===== config.mk =====
export PLATFORM = sky130hd
export DESIGN_NAME = ftsr_datapath
export DESIGN_NICKNAME = d
export VERILOG_FILES = /design/src/rtl/ftsr_pkg.sv /design/src/rtl/ftsr_datapath.sv
export SDC_FILE = /design/constraint.sdc
export NUM_CORES = 2
export LEC_CHECK = 0
export ABC_AREA = 1
export BUFFER_PORTS_ARGS = -buffer_cell sky130_fd_sc_hd__buf_2
export CORE_UTILIZATION = 40
export CTS_CLUSTER_DIAMETER = 40
export CTS_CLUSTER_SIZE = 12
export DETAILED_ROUTE_END_ITERATION = 12
export PLACE_DENSITY = 0.67
export RECOVER_POWER = 50
export SLEW_MARGIN = 20
export SYNTH_ARGS = -nofsm -noshare
export SYNTH_HDL_FRONTEND = slang
export SYNTH_SLANG_ARGS = --single-unit

===== constraint.sdc =====
create_clock -name clk -period 13.3 [get_ports clk]
set_clock_uncertainty 0.05 [all_clocks]
set_input_delay 0.665 -clock clk [delete_from_list [all_inputs] [get_ports clk]]
set_output_delay 0.665 -clock clk [all_outputs]
set_load 0.005 [all_outputs]

===== src/rtl/ftsr_pkg.sv =====
// ----------------------------------------------------------------------------
// ftsr_pkg
// Shared types, widths and constants of the fan tach speed regulator.
// ----------------------------------------------------------------------------
`default_nettype none

package ftsr_pkg;

  // channel field widths
  localparam int CMD_W      = 2;
  localparam int TACH_W     = 4;
  localparam int SLOT_W     = 3;
  localparam int FIDX_W     = 2;
  localparam int RPM_BITS   = 16;
  localparam int DUTY_W     = 8;
  localparam int SPEED_W    = 20;
  localparam int CFG_IDX_W  = 3;
  localparam int CFG_DATA_W = 32;

  // fans with their own output fields and config bytes
  localparam int OUT_FANS = 4;
  localparam int MAX_FANS = 8;

  // config reset values
  localparam logic [7:0]  DUTY_STEP_RST      = 8'd1;
  localparam logic [31:0] INITIAL_DUTIES_RST = 32'h8080_8080;
  localparam logic [7:0]  FAN_MODES_RST      = 8'h59;
  localparam logic [31:0] FIXED_DUTIES_RST   = 32'h0000_0000;
  localparam logic [RPM_BITS-1:0] TARGET_RST [OUT_FANS] = '{
    16'd1395, 16'd500, 16'd600, 16'd600
  };

  // fan modes
  localparam logic [1:0] MODE_STATIC  = 2'd0;
  localparam logic [1:0] MODE_DYNAMIC = 2'd1;

  // regulation constants
  localparam int DEADBAND    = 15;
  localparam int ERR_SAT_LIM = 1600;  // err / 100 reaches 16 here
  localparam int DIV100_MUL  = 5243;  // x / 100 == (x * 5243) >> 19 for x < 43699
  localparam int DIV100_SH   = 19;
  localparam int DUTY_MAX    = 255;

  // tick phase just before the regulating tick
  localparam logic [1:0] PHASE_PRE_REG = 2'd2;

  typedef enum logic [CMD_W-1:0] {
    CMD_TACH       = 2'd0,
    CMD_TICK       = 2'd1,
    CMD_SET_TARGET = 2'd2,
    CMD_RESTORE    = 2'd3
  } cmd_t;

  typedef enum logic [CFG_IDX_W-1:0] {
    REG_DUTY_STEP      = 3'd0,
    REG_INITIAL_DUTIES = 3'd1,
    REG_FAN_MODES      = 3'd2,
    REG_FIXED_DUTIES   = 3'd3,
    REG_TARGET_FAN0    = 3'd4,
    REG_TARGET_FAN1    = 3'd5,
    REG_TARGET_FAN2    = 3'd6,
    REG_TARGET_FAN3    = 3'd7
  } cfg_reg_t;

  typedef enum logic [2:0] {
    ST_IDLE,
    ST_EXEC,
    ST_ERR,
    ST_DIV,
    ST_SQR,
    ST_STEP,
    ST_APPLY,
    ST_DONE
  } state_t;

  typedef struct packed {
    logic latch_in;
    logic exec;
    logic fan_clr;
    logic err_en;
    logic div_en;
    logic sqr_en;
    logic step_en;
    logic apply_en;
    logic out_load;
  } ctrl_cmd_t;

  typedef struct packed {
    logic regulate;
    logic last_fan;
  } dp_status_t;

endpackage

`default_nettype wire


===== src/rtl/ftsr_datapath.sv =====
// ----------------------------------------------------------------------------
// ftsr_datapath
// Datapath: config registers, tach debounce and edge counters, speed
// deltas, the shared regulation unit and the output register.
// ----------------------------------------------------------------------------
`default_nettype none

module ftsr_datapath
  import ftsr_pkg::*;
#(
  parameter int FAN_COUNT    = 4,
  parameter int HISTORY_BITS = 8,
  parameter int COUNT_BITS   = 16
) (
  input  wire logic                  clk,
  input  wire logic                  rst_n,
  input  wire ctrl_cmd_t             cmd,
  output dp_status_t                 sts,
  // request fields
  input  wire logic [CMD_W-1:0]      in_command,
  input  wire logic [TACH_W-1:0]     in_tach_bits,
  input  wire logic [SLOT_W-1:0]     in_sample_slot,
  input  wire logic [FIDX_W-1:0]     in_fan_index,
  input  wire logic [RPM_BITS-1:0]   in_target_value,
  // config writes
  input  wire logic                  cfg_we,
  input  wire logic [CFG_IDX_W-1:0]  cfg_idx,
  input  wire logic [CFG_DATA_W-1:0] cfg_data,
  // result
  output logic [DUTY_W-1:0]          duty_q  [OUT_FANS],
  output logic [SPEED_W-1:0]         speed_q [OUT_FANS]
);

  localparam int FAN_W  = (FAN_COUNT > 1) ? $clog2(FAN_COUNT) : 1;
  localparam int HIDX_W = $clog2(HISTORY_BITS);
  localparam int RPM_W  = COUNT_BITS + 4;
  localparam int ERR_W  = (RPM_W > RPM_BITS) ? RPM_W : RPM_BITS;
  localparam int PROD_W = 24;

  // config registers
  logic [7:0]          duty_step_r;
  logic [31:0]         init_duties_r;
  logic [7:0]          fan_modes_r;
  logic [31:0]         fixed_duties_r;
  logic [RPM_BITS-1:0] target_r [OUT_FANS];

  // latched request
  cmd_t                cmd_r;
  logic [TACH_W-1:0]   tach_r;
  logic [SLOT_W-1:0]   slot_r;
  logic [FIDX_W-1:0]   fidx_r;
  logic [RPM_BITS-1:0] tval_r;

  // per-fan state
  logic [HISTORY_BITS-1:0] hist_r  [FAN_COUNT];
  logic                    level_r [FAN_COUNT];
  logic [COUNT_BITS-1:0]   edge_r  [FAN_COUNT];
  logic [COUNT_BITS-1:0]   prev_r  [FAN_COUNT];
  logic [COUNT_BITS-1:0]   delta_r [FAN_COUNT];
  logic [DUTY_W-1:0]       duty_r  [FAN_COUNT];
  logic [RPM_BITS-1:0]     dyn_r   [FAN_COUNT];
  logic [1:0]              phase_r;

  // regulation unit
  logic [FAN_W-1:0] fan_r;
  logic [ERR_W-1:0] err_r;
  logic             slow_r;
  logic             mode_ok_r;
  logic             act_r;
  logic             big_r;
  logic [3:0]       d_r;
  logic [7:0]       dsq_r;
  logic [8:0]       step_r;

  // per-fan views of the config words
  logic [1:0]          mode_a [FAN_COUNT];
  logic [DUTY_W-1:0]   init_a [FAN_COUNT];
  logic [DUTY_W-1:0]   fix_a  [FAN_COUNT];
  logic [RPM_BITS-1:0] tgt_a  [FAN_COUNT];
  logic [DUTY_W-1:0]   rst_duty_a [FAN_COUNT];

  for (genvar g = 0; g < FAN_COUNT; g++) begin : g_fan_cfg
    if (g < OUT_FANS) begin : g_real
      assign mode_a[g]     = fan_modes_r[2*g +: 2];
      assign init_a[g]     = init_duties_r[8*g +: 8];
      assign fix_a[g]      = fixed_duties_r[8*g +: 8];
      assign tgt_a[g]      = target_r[g];
      assign rst_duty_a[g] = INITIAL_DUTIES_RST[8*g +: 8];
    end else begin : g_none
      assign mode_a[g]     = MODE_STATIC;
      assign init_a[g]     = '0;
      assign fix_a[g]      = '0;
      assign tgt_a[g]      = '0;
      assign rst_duty_a[g] = '0;
    end
  end

  // sample slot folded into the history length
  logic [4:0]          slot_fold;
  logic [HIDX_W-1:0]   slot_idx;
  logic [MAX_FANS-1:0] tach_ext;
  logic [HISTORY_BITS-1:0] hist_nxt [FAN_COUNT];
  logic                    level_nxt [FAN_COUNT];
  logic                    rise [FAN_COUNT];

  always_comb begin
    slot_fold = {2'b00, slot_r};
    for (int k = 0; k < 3; k++) begin
      if (slot_fold >= 5'(HISTORY_BITS)) begin
        slot_fold = slot_fold - 5'(HISTORY_BITS);
      end
    end
    slot_idx = slot_fold[HIDX_W-1:0];
    tach_ext = MAX_FANS'(tach_r);
    for (int f = 0; f < FAN_COUNT; f++) begin
      hist_nxt[f]           = hist_r[f];
      hist_nxt[f][slot_idx] = tach_ext[f];
      if (&hist_nxt[f]) begin
        level_nxt[f] = 1'b1;
      end else if (~|hist_nxt[f]) begin
        level_nxt[f] = 1'b0;
      end else begin
        level_nxt[f] = level_r[f];
      end
      rise[f] = level_nxt[f] && !level_r[f];
    end
  end

  logic [1:0] phase_nxt;
  assign phase_nxt = phase_r + 2'd1;

  assign sts.regulate = (cmd_r == CMD_TICK) && (phase_r == PHASE_PRE_REG);
  assign sts.last_fan = (fan_r == FAN_W'(FAN_COUNT - 1));

  // selected fan for the regulation pass
  logic [1:0]            mode_sel;
  logic [RPM_BITS-1:0]   tgt_sel;
  logic [COUNT_BITS-1:0] delta_sel;
  logic [RPM_W-1:0]      rpm_sel;
  logic [ERR_W-1:0]      rpm_e;
  logic [ERR_W-1:0]      tgt_e;
  logic [PROD_W-1:0]     div_prod;
  logic [15:0]           step_prod;
  logic [DUTY_W-1:0]     duty_cur;
  logic [9:0]            duty_sum;

  always_comb begin
    mode_sel  = mode_a[fan_r];
    tgt_sel   = (mode_sel == MODE_DYNAMIC) ? dyn_r[fan_r] : tgt_a[fan_r];
    delta_sel = delta_r[fan_r];
    rpm_sel   = (RPM_W'(delta_sel) << 4) - RPM_W'(delta_sel);
    rpm_e     = ERR_W'(rpm_sel);
    tgt_e     = ERR_W'(tgt_sel);
    div_prod  = PROD_W'(err_r[10:0]) * PROD_W'(DIV100_MUL);
    step_prod = 16'(duty_step_r) * 16'(dsq_r);
    duty_cur  = duty_r[fan_r];
    duty_sum  = 10'(duty_cur) + 10'(step_r);
  end

  // config registers
  always_ff @(posedge clk) begin
    if (!rst_n) begin
      duty_step_r    <= DUTY_STEP_RST;
      init_duties_r  <= INITIAL_DUTIES_RST;
      fan_modes_r    <= FAN_MODES_RST;
      fixed_duties_r <= FIXED_DUTIES_RST;
      for (int i = 0; i < OUT_FANS; i++) begin
        target_r[i] <= TARGET_RST[i];
      end
    end else if (cfg_we) begin
      case (cfg_reg_t'(cfg_idx))
        REG_DUTY_STEP:      duty_step_r    <= cfg_data[7:0];
        REG_INITIAL_DUTIES: init_duties_r  <= cfg_data;
        REG_FAN_MODES:      fan_modes_r    <= cfg_data[7:0];
        REG_FIXED_DUTIES:   fixed_duties_r <= cfg_data;
        REG_TARGET_FAN0:    target_r[0]    <= cfg_data[RPM_BITS-1:0];
        REG_TARGET_FAN1:    target_r[1]    <= cfg_data[RPM_BITS-1:0];
        REG_TARGET_FAN2:    target_r[2]    <= cfg_data[RPM_BITS-1:0];
        REG_TARGET_FAN3:    target_r[3]    <= cfg_data[RPM_BITS-1:0];
        default: begin
        end
      endcase
    end
  end

  // request capture
  always_ff @(posedge clk) begin
    if (cmd.latch_in) begin
      cmd_r  <= cmd_t'(in_command);
      tach_r <= in_tach_bits;
      slot_r <= in_sample_slot;
      fidx_r <= in_fan_index;
      tval_r <= in_target_value;
    end
  end

  // per-fan state
  always_ff @(posedge clk) begin
    if (!rst_n) begin
      phase_r <= '0;
      fan_r   <= '0;
      for (int f = 0; f < FAN_COUNT; f++) begin
        hist_r[f]  <= '0;
        level_r[f] <= 1'b0;
        edge_r[f]  <= '0;
        prev_r[f]  <= '0;
        delta_r[f] <= '0;
        dyn_r[f]   <= '0;
        duty_r[f]  <= rst_duty_a[f];
      end
    end else begin
      if (cmd.exec) begin
        case (cmd_r)
          CMD_TACH: begin
            for (int f = 0; f < FAN_COUNT; f++) begin
              hist_r[f]  <= hist_nxt[f];
              level_r[f] <= level_nxt[f];
              if (rise[f]) begin
                edge_r[f] <= edge_r[f] + 1'b1;
              end
            end
          end
          CMD_TICK: begin
            phase_r <= phase_nxt;
            if (phase_nxt[0]) begin
              for (int f = 0; f < FAN_COUNT; f++) begin
                delta_r[f] <= edge_r[f] - prev_r[f];
                prev_r[f]  <= edge_r[f];
              end
            end
          end
          CMD_SET_TARGET: begin
            for (int f = 0; f < FAN_COUNT; f++) begin
              if (4'(fidx_r) == 4'(f)) begin
                dyn_r[f] <= tval_r;
              end
            end
          end
          CMD_RESTORE: begin
            for (int f = 0; f < FAN_COUNT; f++) begin
              duty_r[f] <= init_a[f];
            end
          end
          default: begin
          end
        endcase
      end

      if (cmd.fan_clr) begin
        fan_r <= '0;
      end else if (cmd.apply_en && !sts.last_fan) begin
        fan_r <= fan_r + 1'b1;
      end

      if (cmd.apply_en && act_r) begin
        if (slow_r) begin
          if (step_r >= 9'(duty_cur)) begin
            duty_r[fan_r] <= '0;
          end else begin
            duty_r[fan_r] <= duty_cur - step_r[7:0];
          end
        end else begin
          duty_r[fan_r] <= (duty_sum > 10'(DUTY_MAX)) ? DUTY_W'(DUTY_MAX) : duty_sum[7:0];
        end
      end
    end
  end

  // regulation unit: error, error / 100, d*d + 1, step, one stage each
  always_ff @(posedge clk) begin
    if (cmd.err_en) begin
      slow_r    <= rpm_e < tgt_e;
      err_r     <= (rpm_e < tgt_e) ? (tgt_e - rpm_e) : (rpm_e - tgt_e);
      mode_ok_r <= mode_sel <= MODE_DYNAMIC;
    end
    if (cmd.div_en) begin
      act_r <= mode_ok_r && (err_r > ERR_W'(DEADBAND));
      big_r <= err_r >= ERR_W'(ERR_SAT_LIM);
      d_r   <= div_prod[DIV100_SH +: 4];
    end
    if (cmd.sqr_en) begin
      dsq_r <= 8'({4'd0, d_r} * {4'd0, d_r}) + 8'd1;
    end
    if (cmd.step_en) begin
      // anything past 255 behaves the same against an 8-bit duty
      if ((big_r && (duty_step_r != 8'd0)) || (step_prod > 16'd255)) begin
        step_r <= 9'd256;
      end else begin
        step_r <= step_prod[8:0];
      end
    end
  end

  // output register
  for (genvar g = 0; g < OUT_FANS; g++) begin : g_out
    logic [DUTY_W-1:0]  duty_o;
    logic [SPEED_W-1:0] speed_o;
    if (g < FAN_COUNT) begin : g_real
      logic [RPM_W-1:0] rpm_o;
      assign rpm_o   = (RPM_W'(delta_r[g]) << 4) - RPM_W'(delta_r[g]);
      assign speed_o = SPEED_W'(rpm_o);
      assign duty_o  = (mode_a[g] > MODE_DYNAMIC) ? fix_a[g] : duty_r[g];
    end else begin : g_none
      assign speed_o = '0;
      assign duty_o  = '0;
    end

    always_ff @(posedge clk) begin
      if (cmd.out_load) begin
        duty_q[g]  <= duty_o;
        speed_q[g] <= speed_o;
      end
    end
  end

endmodule

`default_nettype wire


==> flow_metrics.py <==
metrics = {
    "status": {
        "status": "finished, violations left",
        "violations": "capacitance limit, slew limit",
    },
    "cts": {
        "cts_buffers": 98,
        "clkSinkCount": 658,
        "clk_pin_slew_ns": 0.06,
        "clock_latency_ns": 0.70,
        "cts_resized": 0,
        "holdBufCountCts": 0,
        "max-clock-path-buffers": 3,
        "cts_root_buffer": "clkbuf_16",
        "cts_tree": "built",
        "cts_setup_buffers": 0,
        "cts_htree_levels": 3,
    },
    "logic_synthesis": {
        "synthAdderAreaFrac": 0.139,
        "synth_compound_area_frac": 0.116,
        "synth_area_leaders": "edfxtp_1, ha_1, inv_1, nand2_1, nor2_1",
        "postSynthCellCount": 4470,
        "yosysMostFrequentCell": "inv_1",
        "synthXorXnorAreaFrac": 0.0308,
        "ys_warn_count": 0,
        "synth_area_um2": 40500,
        "synthArstFlopShare": 0,
        "synthSimpleGateAreaFrac": 0.157,
        "synth_mux_area_frac": 0.0106,
        "synth_top_cells_by_count": "inv_1, nand2_1, nor2_1, edfxtp_1, a21oi_1",
        "synth_edf_count": 569,
        "ys.flop_type": "edfxtp_1",
        "synth.distinct_cells": 65,
        "yosys.area.top_type_share": 0.422,
        "synth_seq_cells": 658,
        "synth.largest_area_cell": "edfxtp_1",
        "syn-num-nets": 4942,
        "avgSynthCellArea_um2": 9.05,
        "synth_seq_area_share": 0.466,
        "synth_top_family_by_area": "simple AND/OR/NAND/NOR gates",
    },
    "critical_path": {
        "cp-end-kind": "register",
        "critPathMostFrequentCell": "nand2_1",
        "critPathMaxStageDelay_ns": 0.76,
        "arrival_ns": 5.97,
        "cp-start-kind": "register",
        "cp.required_ns": 13.65,
        "criticalPathCategory": "register to register",
        "cpMaxStageDelayCell": "inv_2",
        "crit_fanout": 58,
    },
    "die": {
        "core_um2": 100000,
        "start_util": 0.404,
        "die_area_um2": 102000,
        "die_w_um": 320,
        "row_count": 116,
        "io_pins": 188,
        "die_h_um": 320,
    },
    "run": {
        "cap_viol_max_count": 6,
    },
    "timing": {
        "relSlewSlack": -1.62,
        "setup_slack_ns": 7.68,
        "fin_tns_setup_ns": 0,
        "rsz0062_at_grt": "false",
        "finalSetupViolCount": 0,
        "max_freq_mhz": 178,
        "hold_viol_final": 0,
        "worst_pin_slew_ns": 3.93,
        "final.min_clock_period_ns": 5.62,
        "layout_worst_path_cycle_share": 0.423,
        "slew_violations": 301,
    },
    "cells_and_area": {
        "fillers": 9474,
        "final_nets": 5129,
        "layout-drive-gt1-share": 0.0776,
        "post-route-util": 0.460,
        "area_growth_pct": 13.8,
    },
    "routing": {
        "wl_per_cell_um": 17.3,
        "antenna_left": 0,
        "routed_wl_um": 104000,
        "dr_total_vias": 31200,
        "drc": 0,
        "via_per_inst": 5.16,
        "drtIter0Drc": 2493,
        "first_pass_iters": 6,
    },
    "power_and_ir_drop": {
        "ir_worst_vdd_v": 0.000561,
        "power.leakage_nw": 20.5,
        "powerDensity_nw_per_um2": 220,
    },
    "place": {
        "dp_hpwl_um": 77800,
        "dp_slack_ns": 7.75,
        "io_buffers": 187,
        "gp_congestion": 0.934,
    },
    "grt": {
        "grt_first_pass_wirelength_um": 163000,
        "overflow": 0,
        "antenna_found_initial": 3,
        "grt_pass1_vias": 29600,
        "grtUsageTotal": 0.201,
        "grt_max_degree": 78,
    },
    "worst_hold_path": {
        "hold_class": "primary input to register",
    },
}
area by class of cell:
type                       instances  area [um^2]  share of cell area
multi-input combinational       2959        18400               0.399
tap                             1298         1620              0.0353
clock buffer                     111         2570              0.0559
clock inverter                    72          866              0.0188
inverter                         732         2750              0.0598
sequential                       658        18900               0.410
antenna                            1         2.50           0.0000544
timing repair buffer             208          976              0.0212
power by group:
part	switching [W]	leakage [nW]	internal, W
clock network	0.00103	1.65	0.00162
logic	0.00288	12.4	0.00194
registers	0.000164	6.51	0.00250
total	0.00408	20.5	0.00606
kinds of logic after synthesis:
family,Yosys count
compound gates,845
xor+xnor,140
fa+ha+maj,398
buf+inv,853
flops,658
mux,40
simple gates,1536
per-layer routing:
metal | part of all wire | global-route usage | vias up
met5 | 0.00021 | 0 | -
met4 | 0.022 | 0.0573 | 4
met3 | 0.051 | 0.0241 | 137
met2 | 0.48 | 0.336 | 849
met1 | 0.45 | 0.273 | 14800
li1 | - | - | 15300
through the flow:
step	cells	hold slack, ns	area [um^2]	total power, W
2_1_floorplan	4470	0.374	40500	0.00634
3_3_place_gp	5854	0.385	42700	0.00745
3_5_place_dp	5854	0.388	42700	0.00755
4_1_cts	6037	0.0571	46100	0.0102
5_1_grt	6038	0.0818	46000	0.0111
6_report	6039	0.0944	46000	0.0101
final timing paths:
check | from | endpoint | slack (ns) | depth (start not counted)
max | register | err_r[13] | 7.68 | 28
max reg2reg | register | err_r[13] | 7.68 | 28
min | in_command[0] | cmd_r[0] | 0.09 | 1
min reg2reg | init_duties_r[23] | init_duties_r[23] | 0.40 | 2
critical path, delay by kind of cell, from the launching register on:
kind | cells | cell delay, ns
flip-flops | 1 | 0.30
adder cells (fa/ha/maj) | 2 | 0.80
buffers and inverters | 6 | 1.40
XOR/XNOR | 1 | 0.19
AO/OA/AOI/OAI | 4 | 0.78
AND/OR/NAND/NOR | 15 | 1.78
sequential cells by signal, summed over array words and instances (netlist names), 8 cells and up, named ones only:
signal and flops:
fixed_duties_r 32, duty_q 32, dyn_r 64, delta_r 64, init_duties_r 32, tval_r 16, dsq_r 8, duty_r 32
prev_r 64, step_r 9, duty_step_r 8, hist_r 32, edge_r 64, err_r 20, speed_q 80, fan_modes_r 8
target_r 64
placed cells by master (no fill, tap or decap), drive strengths merged, types with 24 or more instances in the layout:
cell type  Yosys  final
xor2         111    111
xnor2         29     29
a21oi        348    348
fa            83     83
ha           315    315
nor2         595    595
dfxtp         89     89
edfxtp       569    569
nand2        684    684
clkbuf        97    192
nor3          55     55
inv          729    748
nand4         33     33
o21ai        336    336
nand3        108    108
clkinv         3     34
buf           24    127
mux2          24     24
Note: power is estimated with default switching activity, not from simulation.
