==> src/rtl/ftsr_pkg.sv <==
// ----------------------------------------------------------------------------
// ftsr_pkg
// Shared types, widths and constants of the fan tach speed regulator.
// ----------------------------------------------------------------------------
`default_nettype none

package ftsr_pkg;

  // channel field widths
  localparam int CMD_W      = 2;
  localparam int TACH_W     = 4;
  localparam int SLOT_W     = 3;
  localparam int FIDX_W     = 2;
  localparam int RPM_BITS   = 16;
  localparam int DUTY_W     = 8;
  localparam int SPEED_W    = 20;
  localparam int CFG_IDX_W  = 3;
  localparam int CFG_DATA_W = 32;

  // fans with their own output fields and config bytes
  localparam int OUT_FANS = 4;
  localparam int MAX_FANS = 8;

  // config reset values
  localparam logic [7:0]  DUTY_STEP_RST      = 8'd1;
  localparam logic [31:0] INITIAL_DUTIES_RST = 32'h8080_8080;
  localparam logic [7:0]  FAN_MODES_RST      = 8'h59;
  localparam logic [31:0] FIXED_DUTIES_RST   = 32'h0000_0000;
  localparam logic [RPM_BITS-1:0] TARGET_RST [OUT_FANS] = '{
    16'd1395, 16'd500, 16'd600, 16'd600
  };

  // fan modes
  localparam logic [1:0] MODE_STATIC  = 2'd0;
  localparam logic [1:0] MODE_DYNAMIC = 2'd1;

  // regulation constants
  localparam int DEADBAND    = 15;
  localparam int ERR_SAT_LIM = 1600;  // err / 100 reaches 16 here
  localparam int DIV100_MUL  = 5243;  // x / 100 == (x * 5243) >> 19 for x < 43699
  localparam int DIV100_SH   = 19;
  localparam int DUTY_MAX    = 255;

  // tick phase just before the regulating tick
  localparam logic [1:0] PHASE_PRE_REG = 2'd2;

  typedef enum logic [CMD_W-1:0] {
    CMD_TACH       = 2'd0,
    CMD_TICK       = 2'd1,
    CMD_SET_TARGET = 2'd2,
    CMD_RESTORE    = 2'd3
  } cmd_t;

  typedef enum logic [CFG_IDX_W-1:0] {
    REG_DUTY_STEP      = 3'd0,
    REG_INITIAL_DUTIES = 3'd1,
    REG_FAN_MODES      = 3'd2,
    REG_FIXED_DUTIES   = 3'd3,
    REG_TARGET_FAN0    = 3'd4,
    REG_TARGET_FAN1    = 3'd5,
    REG_TARGET_FAN2    = 3'd6,
    REG_TARGET_FAN3    = 3'd7
  } cfg_reg_t;

  typedef enum logic [2:0] {
    ST_IDLE,
    ST_EXEC,
    ST_ERR,
    ST_DIV,
    ST_SQR,
    ST_STEP,
    ST_APPLY,
    ST_DONE
  } state_t;

  typedef struct packed {
    logic latch_in;
    logic exec;
    logic fan_clr;
    logic err_en;
    logic div_en;
    logic sqr_en;
    logic step_en;
    logic apply_en;
    logic out_load;
  } ctrl_cmd_t;

  typedef struct packed {
    logic regulate;
    logic last_fan;
  } dp_status_t;

endpackage

`default_nettype wire

==> src/rtl/ftsr_ctrl.sv <==
// ----------------------------------------------------------------------------
// ftsr_ctrl
// Controller: sequences one request through execute, the per-fan
// regulation pass (regulating ticks only) and the output register.
// ----------------------------------------------------------------------------
`default_nettype none

module ftsr_ctrl
  import ftsr_pkg::*;
(
  input  wire logic       clk,
  input  wire logic       rst_n,
  input  wire logic       in_valid,
  output logic            in_ready,
  input  wire logic       out_ready,
  output logic            out_valid,
  input  wire dp_status_t sts,
  output ctrl_cmd_t       cmd
);

  state_t state_r, state_nxt;
  logic   out_valid_r, out_valid_nxt;

  always_ff @(posedge clk) begin
    if (!rst_n) begin
      state_r     <= ST_IDLE;
      out_valid_r <= 1'b0;
    end else begin
      state_r     <= state_nxt;
      out_valid_r <= out_valid_nxt;
    end
  end

  always_comb begin
    state_nxt = state_r;
    cmd       = '0;
    in_ready  = 1'b0;
    case (state_r)
      ST_IDLE: begin
        in_ready = 1'b1;
        if (in_valid) begin
          cmd.latch_in = 1'b1;
          state_nxt    = ST_EXEC;
        end
      end
      ST_EXEC: begin
        cmd.exec    = 1'b1;
        cmd.fan_clr = 1'b1;
        state_nxt   = sts.regulate ? ST_ERR : ST_DONE;
      end
      ST_ERR: begin
        cmd.err_en = 1'b1;
        state_nxt  = ST_DIV;
      end
      ST_DIV: begin
        cmd.div_en = 1'b1;
        state_nxt  = ST_SQR;
      end
      ST_SQR: begin
        cmd.sqr_en = 1'b1;
        state_nxt  = ST_STEP;
      end
      ST_STEP: begin
        cmd.step_en = 1'b1;
        state_nxt   = ST_APPLY;
      end
      ST_APPLY: begin
        cmd.apply_en = 1'b1;
        state_nxt    = sts.last_fan ? ST_DONE : ST_ERR;
      end
      ST_DONE: begin
        // wait for the output register to free up
        if (!out_valid_r || out_ready) begin
          cmd.out_load = 1'b1;
          state_nxt    = ST_IDLE;
        end
      end
      default: begin
        state_nxt = ST_IDLE;
      end
    endcase

    if (cmd.out_load) begin
      out_valid_nxt = 1'b1;
    end else if (out_ready) begin
      out_valid_nxt = 1'b0;
    end else begin
      out_valid_nxt = out_valid_r;
    end
  end

  assign out_valid = out_valid_r;

endmodule

`default_nettype wire

==> config.mk <==
export PLATFORM = sky130hd
export DESIGN_NAME = ftsr_ctrl
export DESIGN_NICKNAME = d
export VERILOG_FILES = /design/src/rtl/ftsr_pkg.sv /design/src/rtl/ftsr_ctrl.sv
export SDC_FILE = /design/constraint.sdc
export NUM_CORES = 1
export LEC_CHECK = 0
export BUFFER_PORTS_ARGS = -buffer_cell sky130_fd_sc_hd__buf_2
export CAP_MARGIN = 20
export CORE_AREA = 4 4 41 43
export DETAILED_ROUTE_END_ITERATION = 8
export DIE_AREA = 0 0 45 47
export GPL_ROUTABILITY_DRIVEN = 1
export GPL_TIMING_DRIVEN = 0
export RECOVER_POWER = 100
export SETUP_SLACK_MARGIN = 0.3
export SYNTH_ARGS = -nofsm -noshare
export SYNTH_HDL_FRONTEND = slang
export SYNTH_SLANG_ARGS = --single-unit
==> constraint.sdc <==
create_clock -name clk -period 1.42 [get_ports clk]
set_clock_uncertainty 0.2 [all_clocks]
set_input_delay 0.426 -clock clk [delete_from_list [all_inputs] [get_ports clk]]
set_output_delay 0.426 -clock clk [all_outputs]
set_load 0.02 [all_outputs]
==> impl_results.md, run 1 <==
* Status: complete, but fails checks
* Failing checks: setup timing
* Synth Area in XOR/XNOR at 0%
* Adder-cell area share of the yosys netlist at 0%
* Max incr delay on CP at 0.35 ns
* Final Max Tran Viols at 0
* LEAKAGE at 0.298 nW
* Seq cells post-synth at 4
* Nets at 69
* Gr ovfl total at 0
* Inserted Clock Buffers at 3
* PnR worst setup slack at -0.399 ns
* Synth top area share at 28.4%
* Cell Rows at 13
* N_diodes at 0
* I/O Pins at 17
* # hold bufs at CTS at 0
* Clk_lat worst skew at 0.24 ns
* Core footprint at 1300 sq um
* Worst setup EP type: primary output
* Startpoint Class: flip-flop
* Gate power share at 60.7%
* Mean post-synth cell area at between 7 and 8 sq um
* Die Footprint at between 2000 and 2500 sq um
* Synthesized instance count at 36
* Final setup viols at 11
* Hold Fails Final Rpt at 0
* Antenna-violating nets left at 0
* Clock power share at 18.8%
* Max FO, Critical Path at 7
* Drt drc at 0
* Max Root-Sink Buffers at 2
* Unrepaired setup endpoints after global routing: yes
* CTS H-Tree Depth at 1
* GRT Util Overall at 10.4%
* Largest area contributor in the netlist: dfxtp_1
* First-pass GRT wire length at 1510 um
* Register area at approximately 90 sq um
* Multi-input gate area at 235 sq um
* Complex-gate fraction of the synthesized area at 19.6%
* PortBufs at 16
* Filler cells at 134
* Layout cells sized above 1 at 75.4%
* Gpl congestion at 0.730
* Post-detailed-route wirelength per cell at 11.9 um
* Starting DRT DRC Count at 4
* Worst path arrival time at 1.19 ns
* Highest-delay cell along the critical path: dfxtp_4
* CTS sink count at 4
* Multiplexer area fraction after synthesis at 0%
* Fmax at 550 MHz
* Fin crit period at 1.82 ns
* Vias in the first global route at 355
* DR vias at 343
* Post-layout total power at 0.750 mW
* Synthesis Warnings at 0
* Type of the most critical hold path: in2reg
* Crit Path Category: reg2out
* Worst VDD drop at 550 uV
* Sw frac at roughly a third
* Cell area after placement at between 400 and 500 sq um
* Worst slew pin tran at 0.237 ns
* Largest family of logic cells by synthesized area: simple AND/OR/NAND/NOR gates
* Post-DR vias/cell at 4.51
* Layout Cell Area excl Fill at ~650 sq um
* CTS clk-pin slew, worst paths at 0.04 ns
* Synth unique cells at 21
* Pin count of the biggest net entering global routing at 8
* Cell Chain, Critical Path: buf_8 > nor3_4 > and2_4 > buf_6
* CTS tree: built
* Antenna violations before repair at 0
* Initial Util at 21.6%
* Sequential share of power at 20.4%
* Routed wire length at 905 um
* Final Cycle Share at 128%
* Power Internal at 0.487 mW
* Psw at 0.263 mW
* Worst path required time at slightly below 0.8 ns
* Clock Tree Root: clkbuf_4
* Simple-gate share of the synthesized area at 38.7%
* Slew HR at 84.2%
* Sequential element share of the synthesized area at 28.4%
* DRT Pass-1 Iters at 4
* R2r setup slk at -0.02 ns
* Synth top area cells: dfxtp_1 28%, and3b_1 6.2%, a21oi_1 5.3%, buf_4 5.3%, nor2_1 5.3%
* Max Cap Violations at 0
* Power Dens Cells at 1150 nW/um^2
* Synth-to-layout area growth at 132%
* DP HPWL at approximately 600 um
* Mapped Area at around 280 sq um
* Die X at 45 um
* Post-Syn Nets at 42
* Die height at 47 um
per-layer routing:
| metal | vias up | GRT usage [%] | share of wire (%) | routed length [um] |
|---|---|---|---|---|
| li1 | 174 | - | - | - |
| met1 | 154 | 11.1 | 39 | 353 |
| met2 | 13 | 17.2 | 52 | 468 |
| met3 | 2 | 3.83 | 7.5 | 68 |
| met4 | 0 | 7.02 | 1.5 | 14 |
| met5 | - | 0 | 0 | 0 |
layout make-up:
cell class	instances	share of cell area, %
plain buffers	5	11.3
clock buffers	3	3.45
inverters	1	0.575
multi-input cells	26	36.0
flip-flops and latches	4	13.8
well taps	15	2.87
repair buffers	22	32.0
critical path, delay by kind of cell, from the launching register on:
family | cells | cell delay, ns
buffers and inverters | 2 | 0.25
flip-flops | 1 | 0.35
AND/OR/NAND/NOR | 2 | 0.36
state kept, by name (all words and copies together), names as in the netlist:
register / cells
state_r: 3
out_valid: 1
path summary, 6_finish.rpt:
check / start / to / cells after the start
setup / recovery: state_r[2] / cmd[8] / 4
hold / removal: rst_n / state_r[2] / 2
setup reg to reg: state_r[0] / state_r[0] / 4
hold reg to reg: out_valid / out_valid / 2
what timing repair did:
item / 4_1_cts / 5_1_grt
resized for setup: 28 / 11
setup buffers: 6 / 0
setup endpoints to repair: 15 / 15
pin swaps: 5 / 2
cell usage after synthesis:
cell type and instances:
dfxtp_1 4, nor2_1 4, a21oi_1 3, and3b_1 2
buf_4 2, clkbuf_1 2, nand2_1 2, nand2b_1 2
nor2b_1 2, nor3b_1 2, a21boi_0 1, a22o_1 1
and2_1 1, buf_6 1, inv_1 1, nand3_1 1
nor3_1 1, nor3b_2 1, o21ai_0 1, o311a_1 1
o31a_1 1
power groups by stage:
stage                     Clock (mW)  Combinational (mW)  Sequential, mW
after floorplan                    0               0.235           0.147
after global placement             0               0.295           0.149
after detailed placement           0               0.301           0.150
after CTS                      0.146               0.426           0.151
after global routing           0.161               0.479           0.157
final                          0.141               0.456           0.153
per-stage QoR:
step	worst slack [ns]	instances	util (%)	hold slack [ns]	TNS, ns
4_1_cts	-0.388	76	48.0	0.243	-3.29
3_5_place_dp	-0.220	67	35.4	0.372	-1.19
5_1_grt	-0.441	76	50.2	0.242	-3.72
3_3_place_gp	-0.224	67	35.4	0.358	-1.07
2_1_floorplan	-0.216	36	-	0.346	-0.499
6_report	-0.399	76	50.2	0.250	-3.19
kinds of logic (layout without fill, tap and decap cells):
logic type / after synthesis / count (layout)
and+or+nand+nor: 18 / 18
DFF: 4 / 4
AOI/OAI and AO/OA: 8 / 8
buffers and inverters: 6 / 31
cells in the final DEF (no fill, tap or decap):
cell	count
buf_6	16
buf_2	5
nor3b_4	3
buf_4	3
clkbuf_4	3
nor2b_1	2
buf_8	2
and3b_2	2
nor2_1	2
nand2b_1	2
a21oi_1	2
dfxtp_2	2
dfxtp_4	2
clkbuf_16	1
nand3_2	1
nor2_2	1
nand2_1	1
nor2_4	1
nor3_4	1
and2_4	1
nand2_4	1
a21oi_2	1
o21ai_1	1
inv_1	1
a22o_1	1
o311a_1	1
o31a_1	1
a21boi_0	1
Power figures use the tool's default switching activity.
==> run 2, diff against run 1 <==
--- a/config.mk
+++ b/config.mk
@@ -12,6 +12,7 @@
 export DIE_AREA = 0 0 45 47
 export GPL_ROUTABILITY_DRIVEN = 1
 export GPL_TIMING_DRIVEN = 0
+export PLACE_DENSITY = 0.46
 export RECOVER_POWER = 100
 export SETUP_SLACK_MARGIN = 0.3
 export SYNTH_ARGS = -nofsm -noshare
==> run 2 against run 1 <==
Effect of this change:
- the flow still finishes with violations (setup timing)
- combinational power is 7.5% lower
- power is 4.7% lower
- critical path type unchanged
- sequential power hardly changed
==> impl_results.md, run 2 (synthesis gave the netlist of run 1 again) <==
* Post-layout total power at 0.715 mW (-4.7%)
* Antenna violations before repair at 0 (unchanged)
* Crit Path Category: reg2out
* Initial Util at 21.6% (unchanged)
* CTS H-Tree Depth at 1 (unchanged)
* Status: complete, but fails checks
* Nets at 69 (unchanged)
* Pin count of the biggest net entering global routing at 9 (+1)
* Worst path arrival time at 1.17 ns (-0.02 ns)
* Largest Register: state_r
* Final Cycle Share at 126% (-2.0 points)
* Fin crit period at 1.79 ns (-0.0280 ns)
* Worst slew pin tran at 0.246 ns (+0.00860 ns)
* Commonest non-fill, non-tap cell in the layout: buf_6
* Worst path required time at 0.79 ns (about the same)
* Post-route insts no fill at 76 (unchanged)
* Layout cells sized above 1 at 75.4% (unchanged)
* Final setup viols at 11 (unchanged)
* Post-DR vias/cell at 4.54 (+0.58%)
* Clk_lat worst skew at 0.23 ns (about the same)
* First-pass GRT wire length at 1290 um (-15%)
* Die height at 47 um (unchanged)
* Inserted Clock Buffers at 3 (unchanged)
* LEAKAGE at 0.293 nW (-1.7%)
* Synth-to-layout area growth at 126%
* DRT Pass-1 Iters at 2 (-2)
* DP HPWL at 563 um (-5.5%)
* Placed Cells at 67 (unchanged)
* N_diodes at 0 (unchanged)
* Worst VDD drop at 580 uV (+5.6%)
* CTS clk-pin slew, worst paths at 0.04 ns (about the same)
* Pre-CTS setup slack at -0.225 ns (-0.00429 ns)
* Antenna-violating nets left at 0 (unchanged)
* I/O Pins at 17 (unchanged)
* Drt drc at 0 (unchanged)
* Slew HR at 83.6% (-0.57 points)
* CTS sink count at 4 (unchanged)
* DR vias at 345 (+0.58%)
* Clock Tree Root: clkbuf_4
* PnR worst setup slack at -0.371 ns (+0.0280 ns)
* PortBufs at 16 (unchanged)
* Max Root-Sink Buffers at 2 (unchanged)
* GRT Util Overall at 8.71% (-1.7 points)
* Most frequent cells in the layout: 12 x buf_6, 6 x buf_4, 6 x buf_2
* Hold slack at 0.249 ns (-0.00146 ns)
* # hold bufs at CTS at 0 (unchanged)
* Final Max Tran Viols at 0 (unchanged)
* Starting DRT DRC Count at 3 (-1)
* CTS tree: built
* Worst setup EP type: primary output
* Cell Rows at 13 (unchanged)
* Max Cap Violations at 0 (unchanged)
* Fmax at 558 MHz (+1.6%)
* Vias in the first global route at 318 (-10%)
* Hold Fails Final Rpt at 0 (unchanged)
* Die X at 45 um (unchanged)
* Unrepaired setup endpoints after global routing: yes
* R2r setup slk at -0.02 ns (about the same)
* Core footprint at 1300 sq um (unchanged)
* Setup_tns at -3.11 ns (+0.0786 ns)
* Routed wire length at 783 um (-13%)
* Startpoint Class: flip-flop
* Gpl congestion at 0.691 (-5.4%)
* Largest register FFs at 3 (unchanged)
* Power Dens Cells at 1120 nW/um^2 (-2.1%)
* Gr ovfl total at 0 (unchanged)
* Max FO, Critical Path at 7 (unchanged)
* Failing checks: setup timing
* Post-detailed-route wirelength per cell at 10.3 um (-13%)
* Filler cells at 131 (-2.2%)
* Die Footprint at 2120 sq um (unchanged)
* Type of the most critical hold path: in2reg
-- run 2: metrics by stage --
step / area (sq um) / util (%)
2_1_floorplan: 362 / -
3_3_place_gp: 460 / 35.4
4_1_cts: 618 / 47.5
6_report: 636 / 48.8
3_5_place_dp: 460 / 35.4
5_1_grt: 636 / 48.8
-- run 2: repair_timing --
action	in CTS	in global routing
pin swaps	4	3
buffers inserted	6	0
setup endpoints to repair	14	15
gates resized for setup	26	6
-- run 2: final timing paths --
path                    from    endpoint  cells after the start
hold / removal         rst_n  state_r[2]                      2
setup reg to reg  state_r[1]  state_r[0]                      3
hold reg to reg    out_valid   out_valid                      2
setup / recovery  state_r[2]      cmd[8]                      4
-- run 2: power breakdown --
part | leakage (nW) | internal, mW | switching [mW]
Clock | 0.0138 | 0.0945 | 0.0460
Sequential | 0.0350 | 0.133 | 0.0189
Combinational | 0.244 | 0.239 | 0.183
-- run 2: cell type report --
cell class / instances / area [sq um] / area share [%]
Sequential cell: 4 / 90.1 / 14.2
Clock buffer: 3 / 22.5 / 3.54
Inverter: 1 / 3.75 / 0.591
Timing Repair Buffer: 22 / 191 / 30.1
Buffer: 5 / 73.8 / 11.6
Multi-Input combinational cell: 26 / 235 / 37.0
Tap cell: 15 / 18.8 / 2.95
-- run 2: worst max-delay path, stage by stage, from the launching register on --
cell     delay, ns
dfxtp_4       0.35
buf_8         0.13
nor3_4        0.18
and2_4        0.16
buf_6         0.10
-- run 2: per-layer routing --
| layer | vias to the layer above | GRT usage [%] | part of all wire [%] |
|---|---|---|---|
| met2 | 10 | 14.1 | 53 |
| met3 | 0 | 4.98 | 6.1 |
| met4 | 0 | 2.92 | 0 |
| met5 | - | 0 | 0 |
| met1 | 161 | 9.61 | 41 |
| li1 | 174 | - | - |
==> run 3, diff against run 2 <==
--- a/config.mk
+++ b/config.mk
@@ -12,7 +12,7 @@
 export DIE_AREA = 0 0 45 47
 export GPL_ROUTABILITY_DRIVEN = 1
 export GPL_TIMING_DRIVEN = 0
-export PLACE_DENSITY = 0.46
+export PLACE_DENSITY = 0.44
 export RECOVER_POWER = 100
 export SETUP_SLACK_MARGIN = 0.3
 export SYNTH_ARGS = -nofsm -noshare
==> constraint.sdc (replaced) <==
create_clock -name clk -period 1.8 [get_ports clk]
set_clock_uncertainty 0.2 [all_clocks]
set_input_delay 0.54 -clock clk [delete_from_list [all_inputs] [get_ports clk]]
set_output_delay 0.54 -clock clk [all_outputs]
set_load 0.1 [all_outputs]
==> run 3 against run 2 <==
Effect of this change:
- the flow still finishes with violations (setup timing)
- global-route usage rose by 2.2 points
- via count rose by 8.7%
- first-iteration DRC count fell by 33%
- power rose by 25%
- critical endpoint is now cmd[7]
- highest routed layer is now met4
==> impl_results.md, run 3 (synthesis gave the netlist of run 1 again) <==
* Vias in the first global route at 377 (+19%)
* Routed wire length at 1010 um (+29%)
* Unrepaired setup endpoints after global routing: yes
* # hold bufs at CTS at 0 (unchanged)
* Nets at 74 (+7.2%)
* Antenna-violating nets left at 0 (unchanged)
* CTS sink count at 4 (unchanged)
* WL met1 at 372 um (+16%)
* Clk_lat worst skew at 0.24 ns (about the same)
* Antenna violations before repair at 0 (unchanged)
* Crit path from: state_r[0]
* Max Cap Violations at 0 (unchanged)
* Final setup viols at 9 (-2)
* GRT Util Overall at 10.9% (+2.2 points)
* Type of the most critical hold path: in2reg
* Worst slew pin tran at 0.268 ns (+0.0217 ns)
* Startpoint Class: flip-flop
* Pin count of the biggest net entering global routing at 11 (+2)
* Post-DR vias/cell at 4.57 (+0.74%)
* Hold Fails Final Rpt at 0 (unchanged)
* Most frequent cells in the layout: 11 x buf_12, 8 x buf_4, 5 x buf_2
* Gr ovfl total at 0 (unchanged)
* Initial Util at 21.6% (unchanged)
* Fin crit period at 2.01 ns
* Worst setup EP type: primary output
* Max FO, Critical Path at 8 (+1)
* Worst path required time at 1.06 ns (+0.27 ns)
* Post-detailed-route wirelength per cell at 12.3 um (+20%)
* Worst VDD drop at 628 uV (+8.3%)
* PortBufs at 16 (unchanged)
* Worst path arrival time at 1.27 ns (+0.10 ns)
* Fmax at 499 MHz
* Core footprint at 1300 sq um (unchanged)
* Failing checks: setup timing
* Post-layout total power at 0.893 mW (+25%)
* HP Start: rst_n
* Pre-CTS setup slack at -0.273 ns (-0.0487 ns)
* Largest register FFs at 3 (unchanged)
* CTS H-Tree Depth at 1 (unchanged)
* Filler cells at 116 (-11%)
* Power Dens Cells at 1130 nW/um^2 (+0.78%)
* DR WL met2 at 540 um (+30%)
* Max Root-Sink Buffers at 2 (unchanged)
* Drt drc at 0 (unchanged)
* Die X at 45 um (unchanged)
* Met3 wire len at 67 um (+40%)
* Clock Tree Root: clkbuf_4
* DRT Pass-1 Iters at 3 (+1)
* PnR worst setup slack at -0.206 ns (+0.166 ns)
* Starting DRT DRC Count at 2 (-1)
* Cell Rows at 13 (unchanged)
* Layout cells sized above 1 at 76.1% (+0.71 points)
* Synth-to-layout area growth at 180%
* DP HPWL at 607 um (+7.9%)
* Launching point of the worst reg2reg path: state_r[1]
* Gpl congestion at 0.737 (+6.7%)
* Commonest non-fill, non-tap cell in the layout: buf_12
* CTS clk-pin slew, worst paths at 0.03 ns (about the same)
* Die height at 47 um (unchanged)
* I/O Pins at 17 (unchanged)
* DR vias at 375 (+8.7%)
* Largest Register: state_r
* Final Cycle Share at 111%
* N_diodes at 0 (unchanged)
* Status: complete, but fails checks
* Final Max Tran Viols at 0 (unchanged)
* Inserted Clock Buffers at 3 (unchanged)
* Crit Path Category: reg2out
* First-pass GRT wire length at 1550 um (+20%)
* Setup_tns at -1.51 ns (+1.60 ns)
* LEAKAGE at 0.340 nW (+16%)
* CTS tree: built
* Top Metal Used: met4
* Slew HR at 82.1% (-1.4 points)
* Die Footprint at 2120 sq um (unchanged)
-- run 3: final cells by class --
class,instances,area (sq um),area share [%]
Buffer,5,86.3,11.0
Sequential cell,4,92.6,11.7
Multi-Input combinational cell,26,234,29.7
Clock buffer,4,26.3,3.33
Tap cell,15,18.8,2.38
Timing Repair Buffer,27,327,41.4
Inverter,1,3.75,0.476
-- run 3: timing repair --
item,4_1_cts,5_1_grt
buffers inserted,4,5
pin swaps,1,3
cloned,1,1
setup endpoints to repair,11,11
resized for setup,50,1
-- run 3: metal layers --
| layer | vias to the layer above | GRT usage (%) |
|---|---|---|
| li1 | 186 | - |
| met1 | 171 | 10.9 |
| met2 | 14 | 17.5 |
| met3 | 4 | 2.68 |
| met4 | 0 | 12.3 |
| met5 | - | 0 |
-- run 3: worst paths after layout --
check,endpoint,slack [ns],cells after the start
worst max-delay path,cmd[7],-0.21,4
worst min-delay path,state_r[2],0.36,2
worst max register to register,state_r[0],0.35,3
worst min register to register,out_valid,0.39,2
-- run 3: metrics by stage --
step	utilization [%]	area, sq um	cells	hold WS (ns)
final	60.6	788	82	0.360
after global routing	60.6	788	82	0.368
after CTS	56.7	738	76	0.351
after detailed placement	37.2	484	67	0.362
after global placement	37.2	484	67	0.359
after floorplan	-	385	36	0.434
-- run 3: worst max-delay path: stages, from the launching register on --
cell and delay [ns]:
dfxtp_2 0.33, buf_8 0.12, nor3b_4 0.28, buf_12 0.14
buf_12 0.16
-- run 3: report_power, final --
part | switching (mW) | internal [mW] | leakage, nW
Combinational | 0.362 | 0.287 | 0.290
Clock | 0.0391 | 0.0833 | 0.0150
Sequential | 0.0183 | 0.104 | 0.0353
Total | 0.419 | 0.474 | 0.340
